## src/hdl/srsm_pkg.sv

```systemverilog
`timescale 1ns / 1ps
// ----------------------------------------------------------------------------
// srsm_pkg
// shared widths, register map and types of the serial register read master
// ----------------------------------------------------------------------------
package srsm_pkg;

  localparam int unsigned BitsPerByte = 8;
  localparam int unsigned HalfW       = 10;
  localparam int unsigned PauseW      = 12;
  localparam int unsigned TickW       = 12;
  localparam int unsigned BitIdxW     = 4;
  localparam int unsigned AddrW       = 4;
  localparam int unsigned DataW       = 32;

  localparam logic [HalfW-1:0]  HalfReset    = 10'd25;
  localparam logic [PauseW-1:0] WrPauseReset = 12'd100;
  localparam logic [PauseW-1:0] RwPauseReset = 12'd250;

  typedef enum logic [1:0] {
    RegHalfPeriod = 2'd0,
    RegWrPause    = 2'd1,
    RegRwPause    = 2'd2,
    RegNone       = 2'd3
  } reg_idx_e;

  typedef logic signed [BitsPerByte-1:0] motion_t;

endpackage

```

## src/hdl/srsm_if.sv

```systemverilog
`timescale 1ns / 1ps
// ----------------------------------------------------------------------------
// srsm_in_if / srsm_out_if
// valid/ready channels carrying one tick word in and one pin/result word out
// ----------------------------------------------------------------------------
interface srsm_in_if;
  logic       valid;
  logic       ready;
  logic       start_req;
  logic [7:0] command;
  logic       data_in;

  modport source (output valid, start_req, command, data_in, input ready);
  modport sink   (input valid, start_req, command, data_in, output ready);
endinterface

interface srsm_out_if;
  logic             valid;
  logic             ready;
  logic             clock_out;
  logic             data_out;
  logic             data_drive;
  logic             busy_res;
  logic             done_res;
  srsm_pkg::motion_t motion;

  modport source (output valid, clock_out, data_out, data_drive, busy_res, done_res, motion,
                  input ready);
  modport sink   (input valid, clock_out, data_out, data_drive, busy_res, done_res, motion,
                  output ready);
endinterface

```

## src/hdl/sensor_register_read_serial_master.sv

```systemverilog
`timescale 1ns / 1ps
// ----------------------------------------------------------------------------
// sensor_register_read_serial_master
// two-wire half-duplex master: sends a command byte, reads back one byte
//
//   channel  dir  handshake            word
//   in_i     in   valid/ready          start_req, command, data_in (one tick)
//   out_o    out  valid/ready          clock_out, data_out, data_drive,
//                                      busy_res, done_res, motion
//   apb      in   psel/penable/pready  half period, write/read pause, read/write pause
//
// one tick word is accepted per clock cycle while the output register can take
// it; its pin word appears in the output register in the next cycle, and the
// tick counter and phase update is the only path between the two registers
// a stalled output holds its word and blocks input only while it stays full
// reset gives phase idle, zero counters, registers at their reset values
// ----------------------------------------------------------------------------
module sensor_register_read_serial_master (
  input  logic                                clk_i,
  input  logic                                rst_ni,
  srsm_in_if.sink                             in_i,
  srsm_out_if.source                          out_o,
  input  logic                                psel,
  input  logic                                penable,
  input  logic                                pwrite,
  input  logic [srsm_pkg::AddrW-1:0]          paddr,
  input  logic [srsm_pkg::DataW-1:0]          pwdata,
  output logic [srsm_pkg::DataW-1:0]          prdata,
  output logic                                pready
);

  localparam logic [2:0] PhIdle    = 3'd0;
  localparam logic [2:0] PhWrite   = 3'd1;
  localparam logic [2:0] PhWrPause = 3'd2;
  localparam logic [2:0] PhRead    = 3'd3;
  localparam logic [2:0] PhRwPause = 3'd4;

  localparam int unsigned TW = srsm_pkg::TickW;
  localparam int unsigned BW = srsm_pkg::BitIdxW;
  localparam int unsigned NB = srsm_pkg::BitsPerByte;

  logic [srsm_pkg::HalfW-1:0]  half_q;
  logic [srsm_pkg::PauseW-1:0] wr_pause_q;
  logic [srsm_pkg::PauseW-1:0] rw_pause_q;

  logic [2:0]    phase_q, phase_d;
  logic [BW-1:0] bit_q, bit_d;
  logic [TW-1:0] tick_q, tick_d;
  logic          high_q, high_d;
  logic [NB-1:0] shift_q, shift_d;
  logic [NB-1:0] motion_q, motion_d;

  logic [2:0]    ph0;
  logic          start_go;
  logic [BW-1:0] bit0;
  logic [TW-1:0] tick0;
  logic          high0;
  logic [NB-1:0] shift0;
  logic [TW:0]   tick_inc;
  logic [srsm_pkg::HalfW-1:0] half_len;
  logic          half_end;
  logic [BW-1:0] bit_inc;
  logic [NB-1:0] shift_rd;

  logic r_clk, r_dout, r_drive, r_busy, r_done;

  logic                    accept;
  logic                    out_valid_q;
  logic                    wr_en;
  srsm_pkg::reg_idx_e      wr_idx;

  // configuration port
  assign pready = 1'b1;
  assign wr_en  = psel && penable && pwrite && pready;
  assign wr_idx = srsm_pkg::reg_idx_e'(paddr[3:2]);

  always_ff @(posedge clk_i or negedge rst_ni) begin
    if (!rst_ni) begin
      half_q     <= srsm_pkg::HalfReset;
      wr_pause_q <= srsm_pkg::WrPauseReset;
      rw_pause_q <= srsm_pkg::RwPauseReset;
    end else if (wr_en) begin
      case (wr_idx)
        srsm_pkg::RegHalfPeriod: half_q     <= pwdata[srsm_pkg::HalfW-1:0];
        srsm_pkg::RegWrPause:    wr_pause_q <= pwdata[srsm_pkg::PauseW-1:0];
        srsm_pkg::RegRwPause:    rw_pause_q <= pwdata[srsm_pkg::PauseW-1:0];
        default: ;
      endcase
    end
  end

  always_comb begin
    case (wr_idx)
      srsm_pkg::RegHalfPeriod: prdata = {{(srsm_pkg::DataW-srsm_pkg::HalfW){1'b0}}, half_q};
      srsm_pkg::RegWrPause:    prdata = {{(srsm_pkg::DataW-srsm_pkg::PauseW){1'b0}}, wr_pause_q};
      srsm_pkg::RegRwPause:    prdata = {{(srsm_pkg::DataW-srsm_pkg::PauseW){1'b0}}, rw_pause_q};
      default:                 prdata = '0;
    endcase
  end

  // handshake
  assign in_i.ready = !out_valid_q || out_o.ready;
  assign accept     = in_i.valid && in_i.ready;

  // start handling
  assign start_go = (ph0 == PhIdle) && in_i.start_req;
  always_comb begin
    if (phase_q inside {[PhIdle:PhRwPause]}) begin
      ph0 = phase_q;
    end else begin
      ph0 = PhIdle;
    end
  end
  assign bit0   = start_go ? '0 : bit_q;
  assign tick0  = start_go ? '0 : tick_q;
  assign high0  = start_go ? 1'b0 : high_q;
  assign shift0 = start_go ? in_i.command : shift_q;

  assign half_len = (half_q == '0) ? {{(srsm_pkg::HalfW-1){1'b0}}, 1'b1} : half_q;
  assign tick_inc = {1'b0, tick0} + {{TW{1'b0}}, 1'b1};
  assign half_end = tick_inc >= {{(TW+1-srsm_pkg::HalfW){1'b0}}, half_len};
  assign bit_inc  = bit0 + {{(BW-1){1'b0}}, 1'b1};
  assign shift_rd = (high0 && tick0 == '0) ? {shift0[NB-2:0], in_i.data_in} : shift0;

  always_comb begin
    phase_d  = start_go ? PhWrite : ph0;
    bit_d    = bit0;
    tick_d   = tick0;
    high_d   = high0;
    shift_d  = shift0;
    motion_d = motion_q;
    r_clk    = 1'b1;
    r_dout   = 1'b0;
    r_drive  = 1'b1;
    r_busy   = 1'b1;
    r_done   = 1'b0;
    case (start_go ? PhWrite : ph0)
      PhWrite: begin
        r_clk  = high0;
        r_dout = shift0[NB-1];
        if (half_end) begin
          tick_d = '0;
          high_d = !high0;
          if (high0) begin
            shift_d = {shift0[NB-2:0], 1'b0};
            bit_d   = bit_inc;
            if (bit_inc >= BW'(NB)) begin
              if (wr_pause_q == '0) begin
                phase_d = PhRead;
                bit_d   = '0;
                shift_d = '0;
              end else begin
                phase_d = PhWrPause;
              end
            end
          end
        end else begin
          tick_d = tick_inc[TW-1:0];
        end
      end
      PhWrPause: begin
        r_drive = 1'b0;
        if (tick_inc >= {1'b0, wr_pause_q}) begin
          phase_d = PhRead;
          tick_d  = '0;
          high_d  = 1'b0;
          bit_d   = '0;
          shift_d = '0;
        end else begin
          tick_d = tick_inc[TW-1:0];
        end
      end
      PhRead: begin
        r_drive = 1'b0;
        r_clk   = high0;
        shift_d = shift_rd;
        if (half_end) begin
          tick_d = '0;
          high_d = !high0;
          if (high0) begin
            bit_d = bit_inc;
            if (bit_inc >= BW'(NB)) begin
              motion_d = shift_rd;
              r_done   = 1'b1;
              phase_d  = (rw_pause_q == '0) ? PhIdle : PhRwPause;
            end
          end
        end else begin
          tick_d = tick_inc[TW-1:0];
        end
      end
      PhRwPause: begin
        if (tick_inc >= {1'b0, rw_pause_q}) begin
          tick_d  = '0;
          phase_d = PhIdle;
        end else begin
          tick_d = tick_inc[TW-1:0];
        end
      end
      default: begin
        r_busy = 1'b0;
      end
    endcase
  end

  // state registers
  always_ff @(posedge clk_i or negedge rst_ni) begin
    if (!rst_ni) begin
      phase_q  <= PhIdle;
      bit_q    <= '0;
      tick_q   <= '0;
      high_q   <= 1'b0;
      shift_q  <= '0;
      motion_q <= '0;
    end else if (accept) begin
      phase_q  <= phase_d;
      bit_q    <= bit_d;
      tick_q   <= tick_d;
      high_q   <= high_d;
      shift_q  <= shift_d;
      motion_q <= motion_d;
    end
  end

  // output register
  always_ff @(posedge clk_i or negedge rst_ni) begin
    if (!rst_ni) begin
      out_valid_q <= 1'b0;
    end else if (in_i.ready) begin
      out_valid_q <= in_i.valid;
    end
  end

  always_ff @(posedge clk_i) begin
    if (accept) begin
      out_o.clock_out  <= r_clk;
      out_o.data_out   <= r_dout;
      out_o.data_drive <= r_drive;
      out_o.busy_res   <= r_busy;
      out_o.done_res   <= r_done;
      out_o.motion     <= srsm_pkg::motion_t'(motion_d);
    end
  end

  assign out_o.valid = out_valid_q;

endmodule

```

## src/flat_wrapper.sv

```systemverilog
// flat-port wrapper written by rule: the top's interface ports become plain ports
module sensor_register_read_serial_master_flat 
  (clk_i, rst_ni, psel, penable, pwrite, paddr, pwdata, prdata, pready, in_i_valid, in_i_start_req, in_i_command, in_i_data_in, in_i_ready, out_o_valid, out_o_clock_out, out_o_data_out, out_o_data_drive, out_o_busy_res, out_o_done_res, out_o_motion, out_o_ready);
  srsm_in_if in_i_i ();
  srsm_out_if out_o_i ();
  input  logic clk_i;
  input  logic rst_ni;
  input  logic psel;
  input  logic penable;
  input  logic pwrite;
  input  logic [srsm_pkg::AddrW-1:0] paddr;
  input  logic [srsm_pkg::DataW-1:0] pwdata;
  output logic [srsm_pkg::DataW-1:0] prdata;
  output logic pready;
  input wire logic [$bits(in_i_i.valid)-1:0] in_i_valid;
  input wire logic [$bits(in_i_i.start_req)-1:0] in_i_start_req;
  input wire logic [$bits(in_i_i.command)-1:0] in_i_command;
  input wire logic [$bits(in_i_i.data_in)-1:0] in_i_data_in;
  output wire logic [$bits(in_i_i.ready)-1:0] in_i_ready;
  output wire logic [$bits(out_o_i.valid)-1:0] out_o_valid;
  output wire logic [$bits(out_o_i.clock_out)-1:0] out_o_clock_out;
  output wire logic [$bits(out_o_i.data_out)-1:0] out_o_data_out;
  output wire logic [$bits(out_o_i.data_drive)-1:0] out_o_data_drive;
  output wire logic [$bits(out_o_i.busy_res)-1:0] out_o_busy_res;
  output wire logic [$bits(out_o_i.done_res)-1:0] out_o_done_res;
  output wire logic [$bits(out_o_i.motion)-1:0] out_o_motion;
  input wire logic [$bits(out_o_i.ready)-1:0] out_o_ready;
  assign in_i_i.valid = in_i_valid;
  assign in_i_i.start_req = in_i_start_req;
  assign in_i_i.command = in_i_command;
  assign in_i_i.data_in = in_i_data_in;
  assign in_i_ready = in_i_i.ready;
  assign out_o_valid = out_o_i.valid;
  assign out_o_clock_out = out_o_i.clock_out;
  assign out_o_data_out = out_o_i.data_out;
  assign out_o_data_drive = out_o_i.data_drive;
  assign out_o_busy_res = out_o_i.busy_res;
  assign out_o_done_res = out_o_i.done_res;
  assign out_o_motion = out_o_i.motion;
  assign out_o_i.ready = out_o_ready;
  sensor_register_read_serial_master u_core (.clk_i(clk_i), .rst_ni(rst_ni), .in_i(in_i_i), .out_o(out_o_i), .psel(psel), .penable(penable), .pwrite(pwrite), .paddr(paddr), .pwdata(pwdata), .prdata(prdata), .pready(pready));
endmodule
```

## config.mk

```make
export PLATFORM = sky130hd
export DESIGN_NAME = sensor_register_read_serial_master_flat
export DESIGN_NICKNAME = d
export VERILOG_FILES = /design/src/hdl/srsm_pkg.sv /design/src/hdl/srsm_if.sv /design/src/hdl/sensor_register_read_serial_master.sv /design/src/flat_wrapper.sv
export SDC_FILE = /design/constraint.sdc
export NUM_CORES = 1
export LEC_CHECK = 0
export CORE_ASPECT_RATIO = 1.2
export CORE_MARGIN = 2
export CORE_UTILIZATION = 40
export CTS_BUF_LIST = sky130_fd_sc_hd__clkbuf_16
export DETAILED_ROUTE_END_ITERATION = 8
export DONT_BUFFER_PORTS = 1
export GPL_ROUTABILITY_DRIVEN = 0
export GPL_TIMING_DRIVEN = 0
export PLACE_DENSITY_LB_ADDON = 0.1
export SLEW_MARGIN = 5
export SYNTH_ARGS = -nofsm -noshare
export SYNTH_HDL_FRONTEND = slang
export SYNTH_SLANG_ARGS = --single-unit
```

## constraint.sdc

```tcl
create_clock -name clk_i -period 4.7 [get_ports clk_i]
set_clock_uncertainty 0.15 [all_clocks]
set_input_delay 0 -clock clk_i [delete_from_list [all_inputs] [get_ports clk_i]]
set_output_delay 0 -clock clk_i [all_outputs]
set_load 0.03 [all_outputs]
```

==> results.json, run 1 <==
{
  "status": "complete, no violations",
  "path_clk_slew_ps": 60,
  "wl_per_cell_um": 18.8,
  "stdcell_count": 877,
  "slew-limit-headroom_pct": 20.7,
  "fp.dieW_um": 114,
  "synth_area_per_cell_sq_um": 9.28,
  "p_leak_nw": 3.04,
  "grt_pass1_wl_um": 26000,
  "overflow": 0,
  "fmax_ghz": 0.219,
  "fin_crit_ps": 4560,
  "end_kind": "register",
  "clkLatencyLatePin_ps": 350,
  "drt-initial-drc-count": 269,
  "synthDominantCellAreaShare_pct": 25.6,
  "dieArea_sq_um": 15400,
  "critical_path.startpoint_type": "register",
  "final_net_count": 783,
  "path_max_fanout": 8,
  "critPathKind": "register to register",
  "dr.pass1.iters": 4,
  "min_from": "in_i_start_req",
  "start_util_pct": 40.5,
  "hold-path-cell-count": 5,
  "synthTopCellsByArea": "dfrtp_1, ha_1, edfxtp_1",
  "synth_flop_cell": "dfrtp_1",
  "cp_data_arrival_time_ps": 4520,
  "n_antenna_cell": 0,
  "grt_max_degree": 72,
  "worst_pin_slew_ps": 1190,
  "cts_tree": "yes",
  "hold_viol_final": 0,
  "detail_route.vias_per_cell": 5.55,
  "htree_levels": 3,
  "routed-via-count": 4868,
  "synth_area_leader_cell": "dfrtp_1",
  "placed_area_sq_um": 6050,
  "path_cells": "buf_6, or4b_4, and2_4, nand2_2, inv_1, ha_4, and3_4, xnor2_2, nor2_2, ha_4, nand3_1, o2111ai_2, maj3_2, a2111oi_4, nor3b_2, nand2_2, clkinv_4, buf_4, mux2_1",
  "core_area_sq_um": 14200,
  "grt_pass1_vias": 4883,
  "r2r_cells": 19,
  "pin_count": 101,
  "setup_violations": 0,
  "fin_crit_sh_pct": 97.1,
  "fin_area_sq_um": 6970,
  "grtUsageTotal_pct": 22.2,
  "ys_seq_elements": 84,
  "synthMostInstantiatedCell": "nand2_1",
  "yosys_warnings": 0,
  "wl_um": 16500,
  "hold_class": "input port to register",
  "slowest_delay_ps": 600,
  "dp_cells": 815,
  "synth_edf_count": 13,
  "ant_nets": 0,
  "critical_path.startpoint": "u_core.phase_q[0]",
  "die_y_um": 135,
  "synth_async_sr_flop_share_pct": 84.5,
  "regToRegEndpoint": "u_core.out_o.motion[0]",
  "antenna_found_initial": 0,
  "syn-instance-count": 621,
  "cpMaxStageDelayCell": "or4b_4",
  "irDropWorstVdd_mv": 0.201,
  "synth_top_cells_by_count": "nand2_1, dfrtp_1, o21ai_0, inv_1, nor2_1",
  "hold_end": "u_core.phase_q[1]",
  "numCtsBuffers": 9,
  "reg2reg_slack_ps": 140,
  "io_buffers": 0,
  "worstPathRequired_ps": 4660,
  "ys_types": 79,
  "cts_sinks": 84,
  "slew_viol_final": 0,
  "r2r_start": "u_core.phase_q[0]",
  "drc": 0,
  "rows": 48,
  "powerDensity_nw_per_um2": 480,
  "synthToLayoutAreaGrowth_pct": 20.9,
  "syn_area_sq_um": 5760,
  "ys_seq_area_share_pct": 37.9,
  "clk_path_buf_depth": 2,
  "hpwlAfterDp_um": 11900,
  "cts_root_buf": "clkbuf_16",
  "layout-drive-gt1-share_pct": 20.2,
  "maxCapViolations": 0
}
==> what timing repair did <==
item	CTS	global route
buffers inserted	9	9
resized for setup	21	17
cloned	1	0
endpoints found under the hold margin	121	0
pin swaps	8	11
endpoints found under the setup margin	45	42
hold buffers	31	0
==> per-layer routing <==
metal	wire length [um]	vias to the layer above	track usage [%]
li1	-	2342	-
met1	6710	2349	25.1
met3	638	43	4.07
met2	8510	134	39.4
met4	663	0	12.4
met5	0	-	0
==> cell type report <==
| type | count | area (sq um) |
|---|---|---|
| clock inverters | 6 | 55.1 |
| well taps | 175 | 219 |
| fillers | 1383 | 7270 |
| repair buffers | 50 | 483 |
| inverters | 43 | 166 |
| clock buffers | 10 | 250 |
| multi-input cells | 464 | 3320 |
| flip-flops and latches | 84 | 2180 |
| plain buffers | 45 | 284 |
==> worst max-delay path: cells and delay by family (launching register included) <==
kind,cells,cell delay [ps]
multiplexers,1,310
flip-flops,1,380
buffers and inverters,4,440
AO/OA/AOI/OAI,2,510
XOR/XNOR,1,130
AND/OR/NAND/NOR,8,1600
adder cells (fa/ha/maj),3,780
==> kinds of logic (layout without fill, tap and decap cells) <==
| family | count (synthesis) | in the layout | synth area share (%) |
|---|---|---|---|
| AOI/OAI and AO/OA | 141 | 141 | 17.2 |
| xor gates and xnor gates | 10 | 10 | 1.52 |
| adders and majority gates | 34 | 34 | 7.36 |
| buffers and inverters | 92 | 154 | 7.99 |
| DFF | 84 | 84 | 37.9 |
| muxes | 55 | 55 | 10.2 |
| other | 2 | 21 | 0.130 |
| and+or+nand+nor | 203 | 203 | 17.7 |
==> sequential cells by signal (all words and copies together) (netlist names), 3 cells and up <==
name	flops
u_core.rw_pause_q	12
u_core.tick_q	12
u_core.wr_pause_q	12
u_core.half_q	10
u_core.motion_q	8
u_core.out_o.motion	8
u_core.shift_q	8
u_core.bit_q	4
u_core.phase_q	3
==> power breakdown <==
| part | leakage (nW) | switching [mW] | internal [mW] |
|---|---|---|---|
| Clock | 0.162 | 0.297 | 0.439 |
| Combinational | 1.90 | 0.904 | 0.609 |
| Sequential | 0.985 | 0.174 | 0.923 |
==> how the worst max path moves through the flow <==
stage                        endpoint  slack [ps]  depth (start not counted)
2_1_floorplan  u_core.out_o.motion[0]         130                         21
3_3_place_gp   u_core.out_o.motion[1]        -780                         20
3_5_place_dp   u_core.out_o.motion[2]        -850                         20
4_1_cts        u_core.out_o.motion[2]           5                         19
5_1_grt        u_core.out_o.motion[7]         -50                         18
6_report       u_core.out_o.motion[0]         140                         19
==> cell usage in the layout (no fill, tap or decap), types with 20 or more instances in the layout <==
| cell | netlist | final |
|---|---|---|
| a21oi_1 | 20 | 20 |
| buf_4 | 21 | 40 |
| conb_1 | 2 | 21 |
| dfrtp_1 | 59 | 57 |
| dlygate4sd3_1 | 0 | 30 |
| ha_1 | 33 | 30 |
| inv_1 | 41 | 44 |
| mux2i_1 | 26 | 26 |
| nand2_1 | 82 | 79 |
| nor2_1 | 35 | 33 |
| o21ai_0 | 43 | 43 |
==> through the flow <==
stage               setup TNS [ps]  utilization (%)  power, mW  hold WS (ps)  setup slack (ps)
finish                           0             48.9       3.35          8.65               137
global route                  -156             48.9       3.58          68.8             -45.5
CTS                              0             48.0       3.29          1.75              5.06
detailed placement          -31350             42.5       2.41          -442              -852
global placement            -27930             42.5       2.38          -442              -780
floorplan                        0                -       2.06          -446               133
Note: power is estimated with default switching activity, not from simulation.
==> inputs of run 2 (changes only) <==
--- a/config.mk
+++ b/config.mk
@@ -13,7 +13,7 @@
 export DONT_BUFFER_PORTS = 1
 export GPL_ROUTABILITY_DRIVEN = 0
 export GPL_TIMING_DRIVEN = 0
-export PLACE_DENSITY_LB_ADDON = 0.1
+export PLACE_DENSITY_LB_ADDON = 0.2
 export SLEW_MARGIN = 5
 export SYNTH_ARGS = -nofsm -noshare
 export SYNTH_HDL_FRONTEND = slang
==> run 2 against run 1 <==
Effect of this change:
- non-clock buffer count is 3 higher
- largest cell class unchanged
- first-iteration DRC count is 35% higher
- core utilization is 0.20 points higher
- critical path type unchanged
- die area stayed put
==> results.json, run 2 (same netlist as run 1, synthesis figures left out) <==
{
  "use_met3_pct": 3.94,
  "dp_cells": 815,
  "end_kind": "register",
  "fin_ws_ps": 142,
  "status": "complete, no violations",
  "slew_viol_final": 0,
  "layout-drive-gt1-share_pct": 20.5,
  "detail_route.vias_per_cell": 5.57,
  "maxCapViolations": 0,
  "powerDensity_nw_per_um2": 491,
  "final_cell_mix": "nand2_1, dfrtp_1, o21ai_0, inv_1, buf_4",
  "fin_crit_sh_pct": 97.0,
  "clkLatencyLatePin_ps": 360,
  "rsz0062_at_grt": "no",
  "wl_per_cell_um": 18.5,
  "critPathKind": "register to register",
  "ant_nets": 0,
  "busiest_layer": "met2",
  "irDropWorstVdd_mv": 0.263,
  "hold_class": "input port to async pin",
  "antenna_found_initial": 0,
  "synthToLayoutAreaGrowth_pct": 21.4,
  "holdWs_ps": 26.7,
  "finalSetupTns_ps": 0,
  "grt_pass1_wl_um": 25500,
  "io_buffers": 0,
  "worstPathRequired_ps": 4650,
  "setup_violations": 0,
  "drc": 0,
  "largestRegisters": "u_core.rw_pause_q (12), u_core.tick_q (12), u_core.wr_pause_q (12)",
  "start_util_pct": 40.5,
  "numCtsBuffers": 9,
  "cts_sinks": 84,
  "rows": 48,
  "slew-limit-headroom_pct": 21.6,
  "stdcell_count": 881,
  "worst_pin_slew_ps": 1180,
  "clk_path_buf_depth": 2,
  "wl_um": 16300,
  "die_y_um": 135,
  "critical_path.startpoint_type": "register",
  "path_clk_slew_ps": 60,
  "r2r_cells": 17,
  "cts_tree": "yes",
  "dr.pass1.iters": 5,
  "core_area_sq_um": 14200,
  "path_max_fanout": 8,
  "dieArea_sq_um": 15400,
  "htree_levels": 3,
  "fin_crit_ps": 4560,
  "cp_data_arrival_time_ps": 4510,
  "grt_pass1_vias": 4839,
  "routed-via-count": 4910,
  "met1_usage_pct": 26.0,
  "post-place-ws_ps": -738,
  "fp.dieW_um": 114,
  "layout_commonest_cell": "nand2_1",
  "p_leak_nw": 3.06,
  "overflow": 0,
  "drt-initial-drc-count": 363,
  "n_antenna_cell": 0,
  "pin_count": 101,
  "met2_usage_pct": 38.5,
  "hpwlAfterDp_um": 11700,
  "grtUsageTotal_pct": 21.6,
  "cts_root_buf": "clkbuf_16",
  "grt_max_degree": 72,
  "hold_viol_final": 0,
  "final_net_count": 787,
  "fmax_ghz": 0.219
}
## run 2: cell types whose count changed in the layout (fill, tap and decap cells not counted), sizes merged
| cell | delta |
|---|---|
| buf | +3 |
| bufinv | +2 |
| clkbuf | -2 |
| clkinv | -2 |
| clkinvlp | +1 |
| dlygate4sd3 | +1 |
| inv | +1 |
## run 2: worst paths after layout
kind                               startpoint                      to  slack, ps
min in group clk_i                 in_i_valid       u_core.phase_q[1]         30
max reg2reg                 u_core.phase_q[0]  u_core.out_o.motion[7]        140
min                                    rst_ni           u_core.high_q         30
min reg2reg                u_core.motion_q[0]      u_core.motion_q[0]        330
max                         u_core.phase_q[0]  u_core.out_o.motion[7]        140
max in group asynchronous              rst_ni        u_core.half_q[3]       3970
## run 2: repair_timing
action                                 CTS  global route
buffers inserted                        18             3
hold buffers                            32             0
resized for setup                       21            13
endpoints found under the hold margin  121             0
cloned                                   1             0
setup endpoints to repair               45            39
pin swaps                               12             8
## run 2: power by group
group / internal [mW] / leakage [nW] / switching [mW]
Sequential: 0.923 / 0.985 / 0.179
Combinational: 0.598 / 1.90 / 0.905
Clock: 0.519 / 0.173 / 0.308
Total: 2.04 / 3.06 / 1.39
## run 2: routing by layer
metal / wire (um) / up-vias
met5: 0 / -
met4: 420 / 0
met3: 570 / 24
met2: 8390 / 135
met1: 6950 / 2398
li1: - / 2353
## run 2: layout make-up
type                            instances  area (sq um)
Fill cell                            1387          7240
Multi-Input combinational cell        464          3300
Sequential cell                        84          2180
Timing Repair Buffer                   53           495
Buffer                                 45           282
Clock buffer                            9           225
Tap cell                              175           219
Inverter                               43           164
Clock inverter                          7           115
Timing Repair inverter                  1          7.51
## run 2: critical path: stages (launching register included)
cell and delay, ps:
dfrtp_1 380, buf_6 130, or4b_4 560, buf_4 170
and3_4 230, ha_4 200, and3_4 190, xnor2_2 130
nor2_2 180, ha_4 240, nand3_1 90, o2111ai_2 120
maj3_2 360, a2111oi_4 390, nor3b_2 110, nand2_2 130
clkinvlp_4 200, mux2_4 330
## run 2: per-stage QoR
step | cell area, sq um | power (mW) | utilization, %
floorplan | 5830 | 2.06 | -
global placement | 6050 | 2.38 | 42.5
detailed placement | 6050 | 2.42 | 42.5
CTS | 6930 | 3.38 | 48.7
global route | 7000 | 3.64 | 49.1
finish | 7000 | 3.43 | 49.1
==> inputs of run 3 (changes only) <==
--- a/config.mk
+++ b/config.mk
@@ -8,7 +8,6 @@
 export CORE_ASPECT_RATIO = 1.2
 export CORE_MARGIN = 2
 export CORE_UTILIZATION = 40
-export CTS_BUF_LIST = sky130_fd_sc_hd__clkbuf_16
 export DETAILED_ROUTE_END_ITERATION = 8
 export DONT_BUFFER_PORTS = 1
 export GPL_ROUTABILITY_DRIVEN = 0
==> run 3 against run 2 <==
Effect of this change:
- sequential power about the same
- register-to-register slack about the same
- combinational power about the same
- critical path depth unchanged
- core utilization unchanged
- die area unchanged
- critical endpoint unchanged
- largest cell class unchanged
- largest power group unchanged
==> results.json, run 3 (same netlist as run 1, synthesis figures left out) <==
{
  "status": "complete, no violations",
  "n_antenna_cell": 0,
  "start_util_pct": 40.5,
  "n_fill_cell": 1387,
  "numCtsBuffers": 9,
  "end_kind": "register",
  "drc": 0,
  "hold_viol_final": 0,
  "slew_viol_final": 0,
  "slowest_delay_ps": 570,
  "p_leak_nw": 3.05,
  "synthToLayoutAreaGrowth_pct": 21.4,
  "pin_count": 101,
  "placed_area_sq_um": 6050,
  "fp.dieW_um": 114,
  "path_max_fanout": 8,
  "path_clk_slew_ps": 70,
  "layout-drive-gt1-share_pct": 20.5,
  "final_net_count": 787,
  "core_area_sq_um": 14200,
  "grt_pass1_vias": 4838,
  "overflow": 0,
  "multi_input_area_sq_um": 3300,
  "detail_route.vias_per_cell": 5.60,
  "worst_pin_slew_ps": 1150,
  "io_buffers": 0,
  "setup_violations": 0,
  "worstPathRequired_ps": 4650,
  "cpMaxStageDelayCell": "or4b_4",
  "hold_class": "input port to async pin",
  "cts_tree": "yes",
  "fin_util_pct": 49.1,
  "dr.pass1.iters": 5,
  "irDropWorstVdd_mv": 0.265,
  "fin_crit_ps": 4560,
  "critical_path.startpoint_type": "register",
  "critPathKind": "register to register",
  "wl_per_cell_um": 18.6,
  "routed-via-count": 4931,
  "dieArea_sq_um": 15400,
  "antenna_found_initial": 0,
  "finalSetupTns_ps": 0,
  "fin_crit_sh_pct": 97.0,
  "cts_root_buf": "clkbuf_16",
  "grt_max_degree": 72,
  "fmax_ghz": 0.219,
  "cp_data_arrival_time_ps": 4510,
  "grt_pass1_wl_um": 25500,
  "clk_path_buf_depth": 2,
  "hpwlAfterDp_um": 11700,
  "clkLatencyLatePin_ps": 360,
  "htree_levels": 3,
  "slew-limit-headroom_pct": 23.5,
  "path_cells": "buf_6, or4b_4, buf_4, and3_4, ha_4, and3_4, xnor2_2, nor2_2, ha_4, nand3_1, o2111ai_2, maj3_2, a2111oi_4, nor3b_2, nand2_2, clkinvlp_4, mux2_4",
  "ant_nets": 0,
  "final_cell_mix": "nand2_1, dfrtp_1, o21ai_0, buf_4, inv_1",
  "layout_commonest_cell": "nand2_1",
  "rows": 48,
  "die_y_um": 135,
  "maxCapViolations": 0,
  "largestRegisters": "u_core.rw_pause_q (12), u_core.tick_q (12), u_core.wr_pause_q (12)",
  "ff_latch_area_sq_um": 2180,
  "cts_sinks": 84,
  "grtUsageTotal_pct": 21.6,
  "wl_um": 16400,
  "powerDensity_nw_per_um2": 492,
  "drt-initial-drc-count": 350,
  "rsz0062_at_grt": "no",
  "fin_area_sq_um": 7000
}
-- run 3: path summary, 6_finish.rpt --
path                                         start                     end  slack [ps]  cells past startpoint
worst max-delay path             u_core.phase_q[0]  u_core.out_o.motion[7]         140                     17
max in group asynchronous                   rst_ni        u_core.half_q[3]        3970                      2
worst min-delay path                        rst_ni       u_core.shift_q[7]          30                      2
worst min register to register  u_core.motion_q[0]      u_core.motion_q[0]         330                      1
worst max register to register   u_core.phase_q[0]  u_core.out_o.motion[7]         140                     17
min in group clk_i                      in_i_valid       u_core.phase_q[1]          40                      4
-- run 3: power by group --
part	total [mW]	switching (mW)	internal, mW	leakage (nW)
sequential	1.10	0.180	0.923	0.985
clock	0.835	0.311	0.524	0.165
combinational	1.51	0.907	0.598	1.90
-- run 3: what timing repair did --
item | CTS | global route
gates cloned | 1 | 0
hold buffers | 32 | 0
resized for setup | 21 | 13
hold endpoints to repair | 121 | 0
pin swaps | 12 | 8
buffers inserted | 18 | 3
setup endpoints to repair | 45 | 39
-- run 3: per-stage QoR --
stage | hold slack, ps | power [mW] | worst slack, ps | cells
6_report | 27.3 | 3.44 | 139 | 881
5_1_grt | 78.9 | 3.65 | 8.30 | 881
4_1_cts | 21.1 | 3.39 | 2.51 | 879
3_5_place_dp | -441 | 2.42 | -738 | 815
3_3_place_gp | -442 | 2.38 | -707 | 815
2_1_floorplan | -446 | 2.06 | 133 | 640
-- run 3: area by class of cell --
type,instances,area share [%]
timing repair inverter,1,0.107
inverter,43,2.34
sequential,84,31.2
buffer,45,4.02
clock buffer,11,3.33
clock inverter,5,1.54
multi-input combinational,464,47.2
timing repair buffer,53,7.08
tap,175,3.13
-- run 3: worst max-delay path: cells and delay by family (launching register included) --
family	cells	cell delay (ps)
mux	1	330
fa+ha+maj	3	800
simple gates	7	1500
compound gates	2	510
buf+inv	3	500
flops	1	370
xor+xnor	1	130
-- run 3: metal layers --
metal	part of all wire (%)	wire length, um	vias to the layer above	GRT usage [%]
met2	52	8440	146	38.5
met1	42	6900	2407	26.0
met3	3.9	633	23	3.94
met4	2.4	398	0	7.66
met5	0	0	-	0
li1	-	-	2355	-
